$ cat config.mk
export PLATFORM = sky130hd
export DESIGN_NAME = ial_cell
export DESIGN_NICKNAME = d
export VERILOG_FILES = /design/src/design/indexed_array_list_top_macros.svh /design/src/design/ial_pkg.sv /design/src/design/ial_cell.sv
export SDC_FILE = /design/constraint.sdc
export NUM_CORES = 1
export LEC_CHECK = 0
export BUFFER_PORTS_ARGS = -buffer_cell sky130_fd_sc_hd__buf_2
export CAP_MARGIN = 20
export CORE_MARGIN = 1
export CORE_UTILIZATION = 40
export DETAILED_ROUTE_END_ITERATION = 7
export GPL_TIMING_DRIVEN = 0
export MAX_ROUTING_LAYER = met4
export PLACE_DENSITY = 0.81
export SYNTH_ARGS = -nofsm -noshare
export SYNTH_HDL_FRONTEND = slang
export SYNTH_SLANG_ARGS = --single-unit
$ cat constraint.sdc
create_clock -name clk -period 3.45 [get_ports clk]
set_input_delay 0.5175 -clock clk [delete_from_list [all_inputs] [get_ports clk]]
set_output_delay 0.5175 -clock clk [all_outputs]
set_load 0.05 [all_outputs]
$ cat src/design/indexed_array_list_top_macros.svh
// Assertion macros for the indexed array list block.
`ifndef INDEXED_ARRAY_LIST_TOP_MACROS_SVH
`define INDEXED_ARRAY_LIST_TOP_MACROS_SVH

`ifndef SYNTHESIS

`define IAL_ASSERT_IMP(lbl, ante, cons, msg) \
  lbl: assert property (@(posedge clk) disable iff (!rst_n) (ante) |-> (cons)) \
    else $error(msg);

`define IAL_ASSERT_NXT(lbl, ante, cons, msg) \
  lbl: assert property (@(posedge clk) disable iff (!rst_n) (ante) |=> (cons)) \
    else $error(msg);

`else

`define IAL_ASSERT_IMP(lbl, ante, cons, msg)

`define IAL_ASSERT_NXT(lbl, ante, cons, msg)

`endif

`endif

$ cat src/design/ial_pkg.sv
// Package: types, codes and helpers shared by the indexed array list block.
package ial_pkg;

  localparam int IAL_CAPACITY = 128;

  localparam logic [1:0] ACT_INSERT = 2'd0;
  localparam logic [1:0] ACT_APPEND = 2'd1;
  localparam logic [1:0] ACT_DELETE = 2'd2;
  localparam logic [1:0] ACT_READ   = 2'd3;

  localparam logic [1:0] ST_OK    = 2'd0;
  localparam logic [1:0] ST_RANGE = 2'd1;
  localparam logic [1:0] ST_FULL  = 2'd2;

  typedef struct packed {
    logic [1:0]         action;
    logic [7:0]         position;
    logic signed [31:0] value;
  } ial_in_t;

  typedef struct packed {
    logic signed [31:0] read_value;
    logic [1:0]         status;
    logic [7:0]         entry_count;
    logic               is_empty_flag;
    logic               is_full_flag;
    logic [31:0]        inserts_done;
    logic [31:0]        deletes_done;
  } ial_out_t;

  typedef struct packed {
    logic               ins;
    logic               del;
    logic               load_tap;
    logic               shift_tap;
    logic [7:0]         pos;
    logic signed [31:0] value;
  } ial_cell_ctl_t;

  typedef enum logic {
    S_IDLE,
    S_SCAN
  } ial_state_t;

  function automatic logic [31:0] sat_inc(input logic [31:0] c);
    sat_inc = (c == 32'hFFFF_FFFF) ? c : c + 32'd1;
  endfunction

endpackage

$ cat src/design/ial_cell.sv
// One list slot: holds an entry and a read tap, shifts with its neighbors.
module ial_cell (
  input  logic                  clk,
  input  ial_pkg::ial_cell_ctl_t ctl,
  input  logic [7:0]            cell_idx,
  input  logic signed [31:0]    lower_ent,
  input  logic signed [31:0]    upper_ent,
  input  logic signed [31:0]    upper_tap,
  output logic signed [31:0]    ent_r,
  output logic signed [31:0]    tap_r
);
  import ial_pkg::*;

  logic signed [31:0] ent_nxt;
  logic signed [31:0] tap_nxt;

  always_comb begin
    ent_nxt = ent_r;
    if (ctl.ins) begin
      if (cell_idx > ctl.pos) begin
        ent_nxt = lower_ent;
      end else if (cell_idx == ctl.pos) begin
        ent_nxt = ctl.value;
      end
    end else if (ctl.del && (cell_idx >= ctl.pos)) begin
      ent_nxt = upper_ent;
    end
  end

  always_comb begin
    tap_nxt = tap_r;
    if (ctl.load_tap) begin
      tap_nxt = ent_r;
    end else if (ctl.shift_tap) begin
      tap_nxt = upper_tap;
    end
  end

  always_ff @(posedge clk) begin
    ent_r <= ent_nxt;
    tap_r <= tap_nxt;
  end

endmodule

==> run metrics <==
routability congestion estimate from global placement just over 0.8; worst slack at placement 0.3882 ns; CTS tree yes; 1st-pass router iterations 5; initial cell density of the core 42.02%; register bit count reported by yosys between 60 and 70; # setup viols final 0; clock-pin transition on the worst setup and hold timing paths 0.09 ns; pin count of the biggest net entering global routing 33; first-pass GRT wire length 21600 µm; number of clock sinks 64; combined area of all synthesized cells about 0.0042 mm²; floorplan die area 0.01087 mm²; H-tree lvl count 3; final count of pins violating max slew 0; length in cells of the worst reg-to-reg path 1; mean post-synth cell area between 10 and 15 µm²; Hold WC Path Type input pin to flop; DRC violation total after the first TritonRoute iteration 315; area growth from synthesis to layout 36.11%; total area of sequential cells roughly 0.0019 mm²; Slew Limit Headroom 40.55%; number of top-level pins 213; overall routed net length 13640 µm; final critical delay including setup and external delays 2.721 ns; fraction of the core area covered by cells at the end of the flow 57.19%; Final Hold Slack 0.4644 ns; DRC Markers 0; power density over the cells 508.1 mW/mm²; ranking of synthesized cells by area sky130_fd_sc_hd__edfxtp_1 46%, sky130_fd_sc_hd__mux2_2 16%, sky130_fd_sc_hd__a41oi_1 6.5%; post-synth cell types 31; final layout net count 763; total overflow reported by the global router 0; Slew @ Worst Pin 0.8917 ns; maximum clock rate approximately 370 MHz; mean number of vias per cell 5.609; number of synthesized flops with an enable pin 64; number of hold buffers added after cts 0; half-perimeter wire length of the detailed placement result 10100 µm; clock latency on the worst-skew pair 0.34 ns; Critical Path Fanout Max 18; number of cells on the worst hold path 2; floorplan row count 36; antenna violations before repair 1; average detailed-routed wire length per instance between 15 and 20 µm; CP Data Required Time roughly 3.5 ns; worst endpoint data arrival time 2.77 ns; startpoint types input pin; number of buffer cells added on primary ports 210; crit share post-route approximately four fifths; via count of the first global-routing pass 4462; worst vdd rail ir drop 0.2264 mV; max cap viols 0; Critical Setup Path Class input pin to flop; endpoint class of the critical path flop; yosys synthesis warning count 0; worst-case clock skew 0.009744 ns; clock buffer count from CTS 9; library cell with the largest summed area after synthesis sky130_fd_sc_hd__edfxtp_1; global-route usage over all layers 26.10%; Syn Inst Count ~380; Hold Vio Cnt, Final 0; area of the multi-input gates 0.002091 mm²; total via count in the routed design between 4000 and 5000; sequential element share of the synthesized area 45.95%; standby leakage power 2.500 nW; Synth top area share ~46%; Core Area ~0.010 mm²; fraction of final layout cells with drive strength greater than 1 49.59%; Net Count, Synth 541; highest-count cells in the layout ignoring fill and taps 214 x sky130_fd_sc_hd__buf_2, 65 x sky130_fd_sc_hd__nand2_1, 64 x sky130_fd_sc_hd__edfxtp_1; Die Span Y 104.3 µm; width of the die ~100 µm; proportion of synthesized flip-flops having asynchronous set or reset 0%; library cell used as clock root buffer sky130_fd_sc_hd__clkbuf_8; FILL cells 869; Resized cells post-CTS 0; most used flip-flop cell after synthesis sky130_fd_sc_hd__edfxtp_1; Setup Buffers After CTS 0; least setup slack across all paths after layout ~0.73 ns; ANT nets after route 0; RSZ-0062 raised after global routing no; most frequent standard cell in the layout excluding fill and tap cells sky130_fd_sc_hd__buf_2; result of the run complete, no violations; deepest clock path buffer count 2
-- cell type report --
cell class / instances / share of cell area [%]
plain buffers: 30 / 2.659
inverters: 8 / 0.5275
clock inverters: 7 / 2.242
flip-flops and latches: 64 / 33.76
diodes: 1 / 0.04396
clock buffers: 9 / 2.176
well taps: 133 / 2.923
repair buffers: 211 / 18.94
multi-input cells: 282 / 36.73
-- logic make-up (layout without fill, tap and decap cells) --
logic type	after synthesis	after routing	share of synthesized area [%]
adders and majority gates	8	8	2.393
muxes	64	64	17.20
AOI/OAI and AO/OA	106	106	20.28
and+or+nand+nor	104	104	9.842
other	0	1	0
buffers and inverters	38	265	4.337
DFF	64	64	45.95
-- final timing paths --
path / end / from / slack [ns]
setup / recovery: ent_r[10] / ctl[39] / 0.73
hold / removal: tap_r[28] / upper_tap[28] / 0.46
setup reg to reg: tap_r[29] / ent_r[29] / 2.48
hold reg to reg: tap_r[21] / ent_r[21] / 0.58
-- layer usage --
layer	global-route usage (%)	vias up	share of wire, %
met2	47.59	241	52
li1	-	1920	-
met1	26.66	1991	38
met5	-	-	0
met3	5.201	27	6.5
met4	12.35	0	2.6
-- state kept, by name, indices dropped and copies added, names as in the netlist --
signal / cells
ent_r: 32
tap_r: 32
-- power by group --
part,internal (mW),total (mW),switching (mW)
sequential,0.999,1.04,0.0427
clock,0.490,0.834,0.343
combinational,0.321,1.02,0.695
total,1.81,2.89,1.08
-- cells in the mapped netlist (4+ instances only) --
master and count:
sky130_fd_sc_hd__buf_2 4, sky130_fd_sc_hd__a41oi_1 31, sky130_fd_sc_hd__a21boi_0 31, sky130_fd_sc_hd__edfxtp_1 64
sky130_fd_sc_hd__clkbuf_1 20, sky130_fd_sc_hd__a22oi_1 31, sky130_fd_sc_hd__ha_1 8, sky130_fd_sc_hd__nor2_1 33
sky130_fd_sc_hd__mux2_2 59, sky130_fd_sc_hd__mux2_1 4, sky130_fd_sc_hd__nand2_1 65, sky130_fd_sc_hd__inv_1 8
-- through the flow --
stage | cells | power, mW | TNS [ns] | instance area, µm²
floorplan | 384 | 1.768 | 0 | 4187
global placement | 727 | 2.031 | -9.324 | 5404
detailed placement | 728 | 2.074 | 0 | 5439
CTS | 744 | 2.905 | 0 | 5690
global route | 745 | 3.008 | 0 | 5693
finish | 745 | 2.893 | 0 | 5693
-- critical path, cell delays in order --
cell	delay [ns]
sky130_fd_sc_hd__buf_2	0.08
sky130_fd_sc_hd__inv_1	0.03
sky130_fd_sc_hd__ha_1	0.36
sky130_fd_sc_hd__nand4_2	0.28
sky130_fd_sc_hd__clkbuf_1	0.34
sky130_fd_sc_hd__a31o_2	0.31
sky130_fd_sc_hd__a21oi_4	0.59
sky130_fd_sc_hd__buf_16	0.24
No activity file was read; power rests on OpenSTA's default activity.
